### src/fixed_point_alu_assert.svh
// Assertion macros for the fixed-point ALU. Define ASSERT_OFF to drop them.
`ifndef FIXED_POINT_ALU_ASSERT_SVH
`define FIXED_POINT_ALU_ASSERT_SVH
`ifndef ASSERT_OFF
// Same-cycle implication under an active-low reset.
`define FPA_ASSERT_IMPLIES(label, clk, rst_n, pre, post) \
    label: assert property (@(posedge clk) disable iff (!rst_n) (pre) |-> (post)) \
        else $error("fixed_point_alu: implication check failed");
// Next-cycle implication under an active-low reset.
`define FPA_ASSERT_NEXT(label, clk, rst_n, pre, post) \
    label: assert property (@(posedge clk) disable iff (!rst_n) (pre) |=> (post)) \
        else $error("fixed_point_alu: next-cycle check failed");
`else
`define FPA_ASSERT_IMPLIES(label, clk, rst_n, pre, post)
`define FPA_ASSERT_NEXT(label, clk, rst_n, pre, post)
`endif
`endif

### src/fpa_pkg.sv
package fpa_pkg;

    localparam int FRAC_BITS_DEF   = 8;
    localparam int VALUE_WIDTH_DEF = 32;
    localparam int DATA_W          = 32;

    typedef enum logic [3:0] {
        OP_ADD      = 4'd0,
        OP_SUB      = 4'd1,
        OP_MUL      = 4'd2,
        OP_DIV      = 4'd3,
        OP_GT       = 4'd4,
        OP_LT       = 4'd5,
        OP_GE       = 4'd6,
        OP_LE       = 4'd7,
        OP_EQ       = 4'd8,
        OP_NE       = 4'd9,
        OP_MIN      = 4'd10,
        OP_MAX      = 4'd11,
        OP_INC      = 4'd12,
        OP_DEC      = 4'd13,
        OP_FROM_INT = 4'd14,
        OP_TO_INT   = 4'd15
    } fpa_op_t;

    // How the tail of the pipeline finishes an item.
    typedef enum logic [1:0] {
        KIND_SIMPLE,
        KIND_MUL,
        KIND_DIV,
        KIND_DBZ
    } fpa_kind_t;

    typedef struct packed {
        fpa_kind_t kind;
        logic      neg;
        logic      cmp;
        logic      ovf;
    } fpa_ctrl_t;

    typedef struct packed {
        fpa_op_t                  operation;
        logic signed [DATA_W-1:0] operand_a;
        logic signed [DATA_W-1:0] operand_b;
    } fpa_in_t;

    typedef struct packed {
        logic signed [DATA_W-1:0] result;
        logic                     compare_true;
        logic                     overflow;
        logic                     divide_by_zero;
    } fpa_out_t;

endpackage

### src/fpa_div_final.sv
module fpa_div_final #(
    parameter int VALUE_WIDTH = fpa_pkg::VALUE_WIDTH_DEF,
    parameter int FRAC_BITS   = fpa_pkg::FRAC_BITS_DEF,
    localparam int DW = (VALUE_WIDTH < fpa_pkg::DATA_W) ? VALUE_WIDTH : fpa_pkg::DATA_W,
    localparam int QW = DW + FRAC_BITS
) (
    input  logic               aclk,
    input  logic               aresetn,
    input  logic               in_valid,
    output logic               in_ready,
    input  fpa_pkg::fpa_ctrl_t in_ctrl,
    input  logic [DW-1:0]      in_res,
    input  logic [DW-1:0]      in_rem,
    input  logic [QW-1:0]      in_quo,
    input  logic [DW-1:0]      in_den,
    output logic               out_valid,
    input  logic               out_ready,
    output fpa_pkg::fpa_out_t  out_data
);
    import fpa_pkg::*;

    localparam logic [QW:0]   POS_LIM = (QW+1)'((64'(1) << (DW - 1)) - 64'(1));
    localparam logic [QW:0]   NEG_LIM = (QW+1)'(64'(1) << (DW - 1));
    localparam logic [DW-1:0] MAX_POS = {1'b0, {(DW-1){1'b1}}};
    localparam logic [DW-1:0] MIN_NEG = {1'b1, {(DW-1){1'b0}}};

    logic          round_up;
    logic [QW:0]   quo_rnd;
    logic [DW-1:0] res_w;
    logic          ovf_w;
    fpa_out_t      out_next;

    logic          valid_reg;
    fpa_out_t      out_reg;

    // Round half away from zero on the magnitude: bump when 2*rem >= den.
    assign round_up = ({in_rem, 1'b0} >= {1'b0, in_den});
    assign quo_rnd  = {1'b0, in_quo} + (QW+1)'(round_up);

    always_comb begin
        res_w = in_res;
        ovf_w = 1'b0;
        unique case (in_ctrl.kind)
            KIND_MUL: ovf_w = in_ctrl.ovf;
            KIND_DBZ: res_w = '0;
            KIND_DIV: begin
                if (in_ctrl.neg) begin
                    if (quo_rnd > NEG_LIM) begin
                        ovf_w = 1'b1;
                        res_w = MIN_NEG;
                    end else begin
                        res_w = -quo_rnd[DW-1:0];
                    end
                end else begin
                    if (quo_rnd > POS_LIM) begin
                        ovf_w = 1'b1;
                        res_w = MAX_POS;
                    end else begin
                        res_w = quo_rnd[DW-1:0];
                    end
                end
            end
            default: res_w = in_res;
        endcase
        out_next.result         = DATA_W'(signed'(res_w));
        out_next.compare_true   = in_ctrl.cmp;
        out_next.overflow       = ovf_w;
        out_next.divide_by_zero = (in_ctrl.kind == KIND_DBZ);
    end

    assign in_ready = !valid_reg || out_ready;

    always_ff @(posedge aclk) begin
        if (!aresetn) begin
            valid_reg <= 1'b0;
        end else if (in_ready) begin
            valid_reg <= in_valid;
        end
    end

    always_ff @(posedge aclk) begin
        if (in_ready && in_valid) begin
            out_reg <= out_next;
        end
    end

    assign out_valid = valid_reg;
    assign out_data  = out_reg;

endmodule

### config.mk
export PLATFORM = sky130hd
export DESIGN_NAME = fpa_div_final
export DESIGN_NICKNAME = d
export VERILOG_FILES = /design/src/fixed_point_alu_assert.svh /design/src/fpa_pkg.sv /design/src/fpa_div_final.sv
export SDC_FILE = /design/constraint.sdc
export NUM_CORES = 1
export LEC_CHECK = 0
export ABC_AREA = 1
export BUFFER_PORTS_ARGS = -buffer_cell sky130_fd_sc_hd__buf_2
export CORE_MARGIN = 2
export CORE_UTILIZATION = 47
export CTS_CLUSTER_SIZE = 24
export DETAILED_ROUTE_END_ITERATION = 16
export HOLD_SLACK_MARGIN = 0.1
export PLACE_DENSITY_LB_ADDON = 0.05
export SYNTH_ARGS = -nofsm -noshare
export SYNTH_HDL_FRONTEND = slang
export SYNTH_SLANG_ARGS = --single-unit
### constraint.sdc
create_clock -name aclk -period 3.8 [get_ports aclk]
set_input_delay 0 -clock aclk [delete_from_list [all_inputs] [get_ports aclk]]
set_output_delay 0 -clock aclk [all_outputs]
set_load 0.1 [all_outputs]
* After elaboration in Yosys (flattened, before gate mapping) *
Cells that the tools add are included.

storage, ports and cells
  register bits after elaboration = 36
  output and inout bits = 37
  word-level logic and storage cells = 24

cells by class
  $add $sub $neg = 2
  magnitude comparators = 3
  equality and inequality tests = 3
  mux-type cells = 8
  reductions and logical operators = 3

operator list
  cell                                                             count
  two-way mux 32 bit                                               3
  one-hot mux 32 bit (2 select lines)                              1
  adder 40 x 1 -> 41 bit                                           1
  greater-than comparator 41 x 31 -> 1 bit, second input constant  1
  greater-than comparator 41 x 32 -> 1 bit, second input constant  1
  >= comparator 33 x 32 -> 1 bit                                   1
  negation 32 bit                                                  1
  equality test 2 bit, second input constant                       2
  two-way mux 1 bit                                                3
  equality test 2 x 1 -> 1 bit, second input constant              1
  one-hot mux 1 bit (2 select lines)                               1
  logical AND 1 bit                                                1
  logical NOT 1 bit                                                1
  logical OR 1 bit                                                 1

* Depth between registers and ports, before layout *
Gate-level depths: netlist (run 1).

  depth in word-level cells = 6
  mapped depth = 30
  mapped depth without buffers = 28

* Least setup slack after synthesis (run 1) *
OpenSTA, ideal clock, no wires.

  path kind = input to register
  start point = input in_den[20]
  end point = register out_reg (netlist bit out_data[25]) (data pin)
  setup time = 0.253 ns
  arrival time = 3.239 ns
  data required time = 3.547 ns
  setup slack = 0.308 ns
  stages = 25
  path buffers = 0
  path through = inv_1 > ha_1 > a21oi_1 > o21ai_0 > nand2_1 > o211ai_1 > a2111oi_0 > o211ai_1 > ha_1 > ha_1 > inv_1 > ha_1 > inv_1 > nor2_1 > nand2_1 > nor2_4 > nand2_2 > nor2_4 > nand3b_4 > nor2_2 > nand2_1 > o21ai_1 > nand3_1 > nand3_1 > nand2_1

RTL lines
  what                    line                 RTL
  start: declaration      fpa_div_final.sv:15  input logic [DW-1:0] in_den,
  end signal: assignment  fpa_div_final.sv:83  out_reg <= out_next;
  end: declaration        fpa_div_final.sv:34  fpa_out_t out_reg;

==> results.py, run 1 <==
metrics = {
    "timing": {
        "fin_tns_setup_ns": 0,
        "hold_viol": 0,
        "tightest_slew_ns": 1.131,
        "period_needed_ns": 3.618,
        "period_share_pct": 95.21,
        "finalMaxSlewViolations": 0,
        "maxSlewHeadroom_pct": 24.52,
        "max_freq_ghz": 0.2764,
        "setup_violations": 0,
        "skew_ns": 0.007959,
        "rsz0062_at_grt": "yes",
    },
    "drt": {
        "dr.pass1.iters": 5,
        "drc": 0,
        "drtIter0Drc": 418,
        "wire_per_inst_um": 13.34,
        "drtAntennaViolNets": 0,
        "drt_wl_total_mm": 18.35,
        "via_count": 6946,
        "vias_per_cell": 5.052,
    },
    "worst_setup_path": {
        "endpoint_kind": "flip-flop",
        "critPathLaunchType": "input port",
        "crit_start": "in_den[29]",
        "crit_path_max_fanout": 13,
        "reg2reg_from": "out_valid",
        "arrival_ns": 3.65,
        "reg2regPathDepth": 1,
        "reg2reg_slack_ns": 2.21,
        "crit_required_ns": 3.83,
        "critPathKind": "in2reg",
        "critPathCapture": "out_data[16]",
        "reg2reg_to": "out_data[19]",
    },
    "clocking": {
        "cts-root-buf": "clkbuf_16",
        "clk_latency_ns": 0.28,
        "cts_max_level": 2,
        "clock_path_buffers": 2,
        "path_clk_slew_ns": 0.06,
        "numCtsBuffers": 5,
        "cts.sinks": 36,
        "cts_tree": "done",
    },
    "cells_and_area": {
        "area_growth_pct": 44.82,
        "n_antenna_cell": 0,
        "nets": 1414,
        "final_core_util_pct": 69.71,
        "final_layout_size_suffix_gt1_share_pct": 31.17,
    },
    "synth": {
        "synth_seq_area_share_pct": 19.49,
        "synth-edff-count": 35,
        "synth_flop_cell": "edfxtp_1",
        "ys_ff_latch": 36,
        "synth-compound-area-share_pct": 5.577,
        "yosys.cell_types.count": 41,
        "synth_fp_nets": 1124,
        "synthSimpleGateAreaFrac_pct": 54.79,
        "synth_xor_area_share_pct": 1.593,
        "yosysWarningCount": 0,
        "synth_area_per_cell_um2": 5.841,
        "synthAdderAreaFrac_pct": 8.650,
        "synth_top_family_by_area": "simple AND/OR/NAND/NOR gates",
        "muxShareOfSynthArea_pct": 0,
        "netlist_area_um2": 5497,
        "synth_cells": 941,
        "async_flop_share_pct": 0,
    },
    "die": {
        "fp.dieW_um": 112.1,
        "core_um2": 11420,
        "rows": 39,
        "die_y_um": 112.1,
        "dieArea_um2": 12580,
        "io_pins": 182,
        "start_util_pct": 48.14,
    },
    "global_routing": {
        "antenna_found_initial": 0,
        "grt_pass1_vias": 6406,
        "grt_max_degree": 38,
        "overflow": 0,
        "grt_pass1_wl_mm": 29.49,
        "grt_usage_pct": 28.05,
    },
    "status": {
        "status": "finished clean",
    },
    "power": {
        "power.share.sequential_pct": 29.2,
        "clkPwrFrac_pct": 23.5,
        "internal_power_uw": 965.9,
        "p_sw_uw": 691.2,
        "leakage_nw": 4.113,
        "p_comb_share_pct": 47.3,
        "ir_drop_mv": 0.3243,
        "netSwitchingFraction_pct": 41.71,
        "powerDensity_nw_per_um2": 208.2,
    },
    "hold_path": {
        "hp-start": "in_ctrl[4]",
        "min_path_type": "in2reg",
    },
    "place": {
        "place.gp.congestion": 0.9149,
        "port_buffers": 181,
        "hpwl_mm": 14.31,
    },
    "run": {
        "cap_violations": 0,
    },
}
[cell type report]
cell class | count | area, um2
tap | 143 | 178.9
sequential | 36 | 1071
fill | 1042 | 3458
inverter | 121 | 456.7
clock buffer | 5 | 125.1
clock inverter | 3 | 13.76
timing repair buffer | 299 | 1949
multi-input combinational | 768 | 4165
[placed cells by master, fill, tap and decap left out, drive strengths merged]
master / Yosys / routed
a211oi: 1 / 1
o21bai: 1 / 1
nand3b: 5 / 5
nand4: 25 / 25
nand3: 124 / 124
nand2: 354 / 354
o21ai: 20 / 20
clkinv: 1 / 4
a2111oi: 1 / 1
and2: 4 / 4
a31oi: 3 / 3
a21boi: 1 / 1
inv: 120 / 120
clkbuf: 6 / 7
dfxtp: 1 / 1
xor2: 8 / 8
a21o: 3 / 3
nor3: 9 / 9
a21oi: 22 / 22
xnor2: 2 / 2
o2111ai: 1 / 1
ha: 38 / 38
nor2: 142 / 142
and3: 2 / 2
o211ai: 2 / 2
buf: 10 / 261
dlygate4sd3: 0 / 36
edfxtp: 35 / 35
[power by group through the flow]
stage | combinational (mW) | clock, mW | sequential, mW
global route | 0.853 | 0.409 | 0.486
finish | 0.783 | 0.390 | 0.484
CTS | 0.746 | 0.388 | 0.483
global placement | 0.712 | 0 | 0.490
floorplan | 0.267 | 0 | 0.709
detailed placement | 0.714 | 0 | 0.491
[cell usage after synthesis, types with 2 or more instances]
cell / count / area (um2)
nand2_1: 336 / 1261
nor2_1: 121 / 454.2
inv_1: 112 / 420.4
nand3_1: 110 / 550.5
ha_1: 38 / 475.5
edfxtp_1: 35 / 1051
nand4_1: 25 / 156.4
a21oi_1: 22 / 110.1
o21ai_0: 18 / 90.09
nand2_2: 17 / 106.4
nand3_2: 14 / 140.1
nor2_2: 11 / 68.82
nor3_1: 9 / 45.04
inv_2: 8 / 30.03
nor2_4: 8 / 90.09
xor2_1: 8 / 70.07
clkbuf_1: 6 / 22.52
nand3b_1: 4 / 30.03
a21o_1: 3 / 22.52
a31oi_1: 3 / 18.77
and2_1: 3 / 18.77
buf_1: 3 / 11.26
buf_2: 3 / 15.01
and3_1: 2 / 12.51
buf_4: 2 / 15.01
nor2_8: 2 / 40.04
o211ai_1: 2 / 15.01
o21ai_1: 2 / 10.01
xnor2_1: 2 / 17.52
[routing by layer]
| metal | wire length (um) | track usage [%] | share of wire [%] |
|---|---|---|---|
| met1 | 8237 | 39.24 | 45 |
| met5 | 0 | 0 | 0 |
| met4 | 500 | 10.49 | 2.7 |
| met3 | 1213 | 1.566 | 6.6 |
| met2 | 8396 | 45.94 | 46 |
[cell families (layout without fill, tap and decap cells)]
group,count (synthesis),after routing
buf+inv,137,428
fa+ha+maj,38,38
xor+xnor,10,10
flops,36,36
simple gates,665,665
compound gates,55,55
[stage by stage]
step | std cells | setup WS, ns | area [um2] | total power [mW] | hold slack [ns]
after floorplan | 941 | 0.3082 | 5497 | 0.9757 | 0.09887
after global placement | 1320 | -0.1423 | 7063 | 1.202 | 0.1851
after detailed placement | 1320 | -0.2005 | 7063 | 1.205 | 0.1853
after CTS | 1364 | 0.07827 | 7562 | 1.617 | 0.1116
after global routing | 1375 | -0.06601 | 7960 | 1.747 | 0.1301
final | 1375 | 0.1820 | 7960 | 1.657 | 0.1098
[sequential cells by signal, indices dropped and copies added (netlist names)]
register / cells
out_valid: 1
out_data: 35
[worst max-delay path: stages]
cell	delay (ns)
buf_2	0.08
inv_1	0.05
ha_4	0.26
nand4_1	0.13
nor3_2	0.28
and3_4	0.24
nand3_2	0.06
o211ai_1	0.19
ha_2	0.24
ha_4	0.18
nand2_4	0.08
nor2_8	0.21
nand2_4	0.11
nor2_4	0.19
nand3b_1	0.10
nand2_1	0.20
nand3_1	0.10
nor2_1	0.10
nand2_1	0.06
nor2_1	0.13
nand2_2	0.09
nand2_4	0.10
clkbuf_16	0.17
nand3_1	0.10
nand3_2	0.12
nand2_1	0.07
[how the worst min path moves through the flow]
stage | endpoint | slack (ns) | cells past startpoint
after global routing | out_data[0] | 0.13 | 2
after floorplan | out_data[2] | 0.1 | 0
final | out_data[0] | 0.11 | 2
after CTS | out_data[0] | 0.11 | 2
after global placement | out_data[2] | 0.19 | 1
after detailed placement | out_data[2] | 0.19 | 1
[repair_timing]
action	CTS	global route
setup buffers	0	10
setup endpoints to repair	0	33
hold buffers	36	0
endpoints found under the hold margin	35	0
resized for setup	0	70
Note: power is estimated with default switching activity, not from simulation.
==> inputs of run 2 (changes only) <==
--- a/config.mk
+++ b/config.mk
@@ -6,11 +6,11 @@
 export NUM_CORES = 1
 export LEC_CHECK = 0
 export ABC_AREA = 1
-export BUFFER_PORTS_ARGS = -buffer_cell sky130_fd_sc_hd__buf_2
 export CORE_MARGIN = 2
 export CORE_UTILIZATION = 47
 export CTS_CLUSTER_SIZE = 24
 export DETAILED_ROUTE_END_ITERATION = 16
+export DONT_BUFFER_PORTS = 1
 export HOLD_SLACK_MARGIN = 0.1
 export PLACE_DENSITY_LB_ADDON = 0.05
 export SYNTH_ARGS = -nofsm -noshare
==> constraint.sdc (replaced) <==
create_clock -name aclk -period 4.6 [get_ports aclk]
set_input_delay 0 -clock aclk [delete_from_list [all_inputs] [get_ports aclk]]
set_output_delay 0 -clock aclk [all_outputs]
set_load 0.1 [all_outputs]
==> results.py, run 2 (synthesis results as in run 1) <==
metrics = {
    "status": {
        "status": "finished clean",
    },
    "cells_and_area": {
        "area_growth_pct": 14.25,
        "layout_commonest_cell": "nand2_1",
        "final_core_util_pct": 55.00,
        "mostFrequentLayoutCells": "nand2_1 (336), nor2_1 (120), inv_1 (112)",
        "largest_reg_flops": 35,
        "nets": 1165,
        "n_antenna_cell": 0,
        "final_layout_size_suffix_gt1_share_pct": 7.630,
    },
    "timing": {
        "hold_ws_ns": 0.1491,
        "setup_violations": 0,
        "finalMaxSlewViolations": 0,
        "setup_ws_ns": 0.3240,
        "hold_viol": 0,
        "maxSlewHeadroom_pct": 24.48,
        "tightest_slew_ns": 1.132,
        "max_freq_ghz": 0.2339,
        "period_needed_ns": 4.276,
        "skew_ns": 0.002300,
        "period_share_pct": 92.96,
        "rsz0062_at_grt": "yes",
    },
    "clocking": {
        "cts_max_level": 2,
        "cts.sinks": 36,
        "cts_tree": "done",
        "path_clk_slew_ns": 0.05,
        "numCtsBuffers": 5,
        "clock_path_buffers": 2,
        "cts-root-buf": "clkbuf_16",
        "clk_latency_ns": 0.28,
    },
    "worst_setup_path": {
        "arrival_ns": 4.42,
        "reg2reg_slack_ns": 1.61,
        "critPathMaxStageDelay_ns": 0.56,
        "reg2regPathDepth": 3,
        "critPathLaunchType": "input port",
        "timing.critical_path.slowest_stage_cell": "dlygate4sd3_1",
        "crit_required_ns": 4.74,
        "cp_num_buf_inv": 5,
        "crit_family": "simple AND/OR/NAND/NOR gates",
        "critPathKind": "in2reg",
        "endpoint_kind": "flip-flop",
        "crit_path_max_fanout": 29,
        "reg2reg_to": "out_valid",
        "reg2reg_from": "out_valid",
    },
    "place": {
        "place_ws_ns": 0.1996,
        "hpwl_mm": 14.67,
        "place.gp.congestion": 0.9504,
        "port_buffers": 0,
    },
    "global_routing": {
        "grt_usage_pct": 28.29,
        "grt_use_met1_pct": 36.26,
        "overflow": 0,
        "use_met3_pct": 4.860,
        "grt-busiest-layer": "met2",
        "antenna_found_initial": 0,
        "grt_pass1_vias": 6020,
        "grt_pass1_wl_mm": 29.17,
        "gr-usage-met2_pct": 47.75,
        "grt_max_degree": 38,
    },
    "die": {
        "die_y_um": 112.1,
        "core_um2": 11420,
        "dieArea_um2": 12580,
        "io_pins": 182,
        "start_util_pct": 48.14,
        "fp.dieW_um": 112.1,
        "rows": 39,
    },
    "power": {
        "leakage_nw": 3.013,
        "ir_drop_mv": 0.3583,
        "powerDensity_nw_per_um2": 194.9,
    },
    "drt": {
        "vias_per_cell": 5.456,
        "drt_wl_total_mm": 18.01,
        "drtIter0Drc": 348,
        "drc": 0,
        "dr.pass1.iters": 5,
        "wire_per_inst_um": 15.99,
        "drtAntennaViolNets": 0,
        "via_count": 6143,
    },
    "hold_path": {
        "hold_path_end": "out_data[25]",
        "hp-start": "in_ctrl[2]",
        "min_path_type": "in2reg",
        "worstHoldPathCells": 4,
    },
    "run": {
        "cap_violations": 0,
    },
}
run 2: cell count changes in the layout (fill, tap and decap cells not counted), moves of 10 or more:
| cell | previous run | this run |
|---|---|---|
| buf_2 | 181 | 0 |
| buf_4 | 76 | 1 |
| dlygate4sd3_1 | 36 | 49 |
| nand2_1 | 318 | 336 |
| nand2_2 | 30 | 16 |
| nor2_1 | 110 | 120 |
run 2: metal layers:
| metal | vias to the layer above | part of all wire, % | routed length [um] |
|---|---|---|---|
| met5 | - | 0 | 0 |
| met4 | 0 | 3.5 | 631 |
| met3 | 38 | 7.5 | 1345 |
| met2 | 264 | 46 | 8313 |
| met1 | 2726 | 43 | 7717 |
| li1 | 3115 | - | - |
run 2: worst max path at each step:
stage          slack (ns)  startpoint      endpoint  cells past startpoint
6_report             0.32  in_den[18]  out_data[12]                     27
2_1_floorplan        1.11  in_den[20]  out_data[25]                     25
3_3_place_gp         0.30  in_den[20]  out_data[22]                     26
3_5_place_dp         0.20  in_den[18]  out_data[31]                     26
4_1_cts              0.04  in_den[18]  out_data[12]                     27
5_1_grt             -0.03  in_den[31]   out_data[1]                     26
run 2: cell type report:
class | instances | area, um2
repair buffers | 50 | 498.0
flip-flops and latches | 36 | 1071
clock inverters | 1 | 5.005
well taps | 143 | 178.9
inverters | 121 | 459.2
clock buffers | 7 | 132.6
fillers | 1196 | 5139
multi-input cells | 768 | 3935
run 2: timing repair:
action	CTS	global route
buffers inserted	0	0
gates resized for setup	0	11
endpoints found under the setup margin	0	9
hold endpoints to repair	36	0
hold buffers	49	0
run 2: tightest hold or removal path, delay by kind of cell:
kind	cells	cell delay, ns
simple gates	3	0.26
compound gates	1	0.07
run 2: report_power, final:
group          leakage [nW]  internal, mW  switching, mW
Clock                0.0679         0.200          0.118
Sequential            0.355         0.396          0.187
Combinational          2.59         0.122          0.201
run 2: per-stage QoR:
| step | cells | cell area (um2) | setup TNS [ns] | total power, mW |
|---|---|---|---|---|
| global placement | 1069 | 5607 | 0 | 0.8567 |
| detailed placement | 1069 | 5607 | 0 | 0.8659 |
| finish | 1126 | 6280 | 0 | 1.224 |
| floorplan | 941 | 5497 | 0 | 0.8061 |
| global route | 1126 | 6280 | -0.1485 | 1.289 |
| CTS | 1126 | 6235 | 0 | 1.223 |
==> inputs of run 3 (changes only) <==
==> constraint.sdc (replaced) <==
create_clock -name aclk -period 4.2 [get_ports aclk]
set_input_delay 0 -clock aclk [delete_from_list [all_inputs] [get_ports aclk]]
set_output_delay 0 -clock aclk [all_outputs]
set_load 0.1 [all_outputs]
==> results.py, run 3 (synthesis results as in run 1) <==
metrics = {
    "global_routing": {
        "use_met3_pct": 3.402,
        "grt_use_met1_pct": 36.46,
        "grt_pass1_vias": 5771,
        "overflow": 0,
        "grt_pass1_wl_mm": 28.26,
        "gr-usage-met2_pct": 46.27,
        "grt-busiest-layer": "met2",
        "antenna_found_initial": 0,
        "grt_usage_pct": 27.39,
        "grt_max_degree": 38,
    },
    "timing": {
        "period_needed_ns": 3.954,
        "maxSlewHeadroom_pct": 20.48,
        "setup_violations": 0,
        "fin_tns_setup_ns": 0,
        "finalMaxSlewViolations": 0,
        "skew_ns": 0.002157,
        "max_freq_ghz": 0.2529,
        "period_share_pct": 94.15,
        "tightest_slew_ns": 1.192,
        "hold_viol": 0,
    },
    "run": {
        "cap_violations": 0,
    },
    "drt": {
        "dr.pass1.iters": 5,
        "via_count": 6037,
        "drt_wl_total_mm": 17.69,
        "wire_per_inst_um": 15.76,
        "drc": 0,
        "vias_per_cell": 5.381,
        "drtAntennaViolNets": 0,
        "drtIter0Drc": 357,
    },
    "place": {
        "port_buffers": 0,
        "hpwl_mm": 14.47,
        "place.gp.congestion": 0.9283,
        "place_inst": 1073,
    },
    "power": {
        "clkPwrFrac_pct": 25.7,
        "powerDensity_nw_per_um2": 212.5,
        "leakage_nw": 2.992,
        "power.share.sequential_pct": 48.0,
        "ir_drop_mv": 0.3472,
        "p_comb_share_pct": 26.3,
        "netSwitchingFraction_pct": 41.21,
        "p_sw_uw": 547.5,
        "internal_power_uw": 780.9,
    },
    "cells_and_area": {
        "n_fill_cell": 1206,
        "mostFrequentLayoutCells": "nand2_1 (335), nor2_1 (118), inv_1 (112)",
        "final_layout_size_suffix_gt1_share_pct": 8.580,
        "area_growth_pct": 13.70,
        "layout_commonest_cell": "nand2_1",
        "nets": 1161,
        "final_cells": 1122,
        "largest_reg_flops": 35,
        "n_antenna_cell": 0,
    },
    "status": {
        "status": "finished clean",
    },
    "clocking": {
        "path_clk_slew_ns": 0.05,
        "cts.sinks": 36,
        "cts_max_level": 2,
        "clk_latency_ns": 0.27,
        "clock_path_buffers": 2,
        "cts-root-buf": "clkbuf_16",
        "cts_tree": "done",
        "numCtsBuffers": 5,
    },
    "die": {
        "start_util_pct": 48.14,
        "die_y_um": 112.1,
        "rows": 39,
        "io_pins": 182,
        "core_um2": 11420,
        "fp.dieW_um": 112.1,
        "dieArea_um2": 12580,
    },
    "worst_setup_path": {
        "reg2reg_slack_ns": 2.00,
        "critPathKind": "in2reg",
        "crit_top_cell": "nand2_2",
        "critPathMaxStageDelay_ns": 0.55,
        "critPathLaunchType": "input port",
        "timing.critical_path.slowest_stage_cell": "dlygate4sd3_1",
        "crit_family": "simple AND/OR/NAND/NOR gates",
        "crit_required_ns": 4.22,
        "cp_num_buf_inv": 3,
        "endpoint_kind": "flip-flop",
        "crit_path_max_fanout": 7,
        "arrival_ns": 3.97,
    },
    "hold_path": {
        "min_path_type": "in2reg",
    },
}
[run 3: layout make-up]
cell class                 instances  area (um2)  area share [%]
tap                              143       178.9           2.863
inverter                         121       454.2           7.267
clock buffer                       7       132.6           2.122
multi-input combinational        768        3939           63.02
clock inverter                     1       3.754         0.06006
sequential                        36        1071           17.14
timing repair buffer              46       470.5           7.528
[run 3: power by group through the flow]
stage          combinational [mW]  sequential (mW)  clock [mW]
6_report                    0.350            0.637       0.341
5_1_grt                     0.397            0.640       0.360
4_1_cts                     0.341            0.638       0.346
3_5_place_dp                0.305            0.644           0
3_3_place_gp                0.297            0.644           0
2_1_floorplan               0.242            0.641           0
[run 3: final timing paths]
check	startpoint	end	cells past startpoint
worst max-delay path	in_den[30]	out_data[1]	26
worst min-delay path	in_ctrl[2]	out_data[23]	4
worst min register to register	out_valid	out_data[1]	1
worst max register to register	out_valid	out_valid	4
[run 3: metal layers]
metal	vias up	share of wire, %
met5	-	0
li1	3105	-
met1	2656	43
met4	0	2.6
met3	31	6.9
met2	245	47
[run 3: through the flow]
stage | setup slack (ns) | hold slack [ns] | total power [mW] | utilization [%] | cell area, um2
6_report | 0.2457 | 0.1094 | 1.328 | 54.73 | 6250
4_1_cts | 0.03930 | 0.1004 | 1.325 | 54.28 | 6198
2_1_floorplan | 0.7082 | 0.09887 | 0.8828 | - | 5497
3_5_place_dp | -0.04509 | 0.09908 | 0.9498 | 49.58 | 5662
3_3_place_gp | 0.06305 | 0.09898 | 0.9404 | 49.58 | 5662
5_1_grt | -0.03958 | 0.1490 | 1.397 | 54.73 | 6250
[run 3: repair_timing]
item / in CTS / in global routing
buffers inserted: 0 / 1
setup endpoints to repair: 0 / 10
hold endpoints to repair: 36 / 0
hold buffers: 40 / 0
gates resized for setup: 0 / 11
[run 3: worst register-to-register path: stages, from the launching register on]
cell and delay (ns):
dfxtp_1 1.02, nand2_1 0.12, buf_4 0.27, a21boi_0 0.17, dlygate4sd3_1 0.56
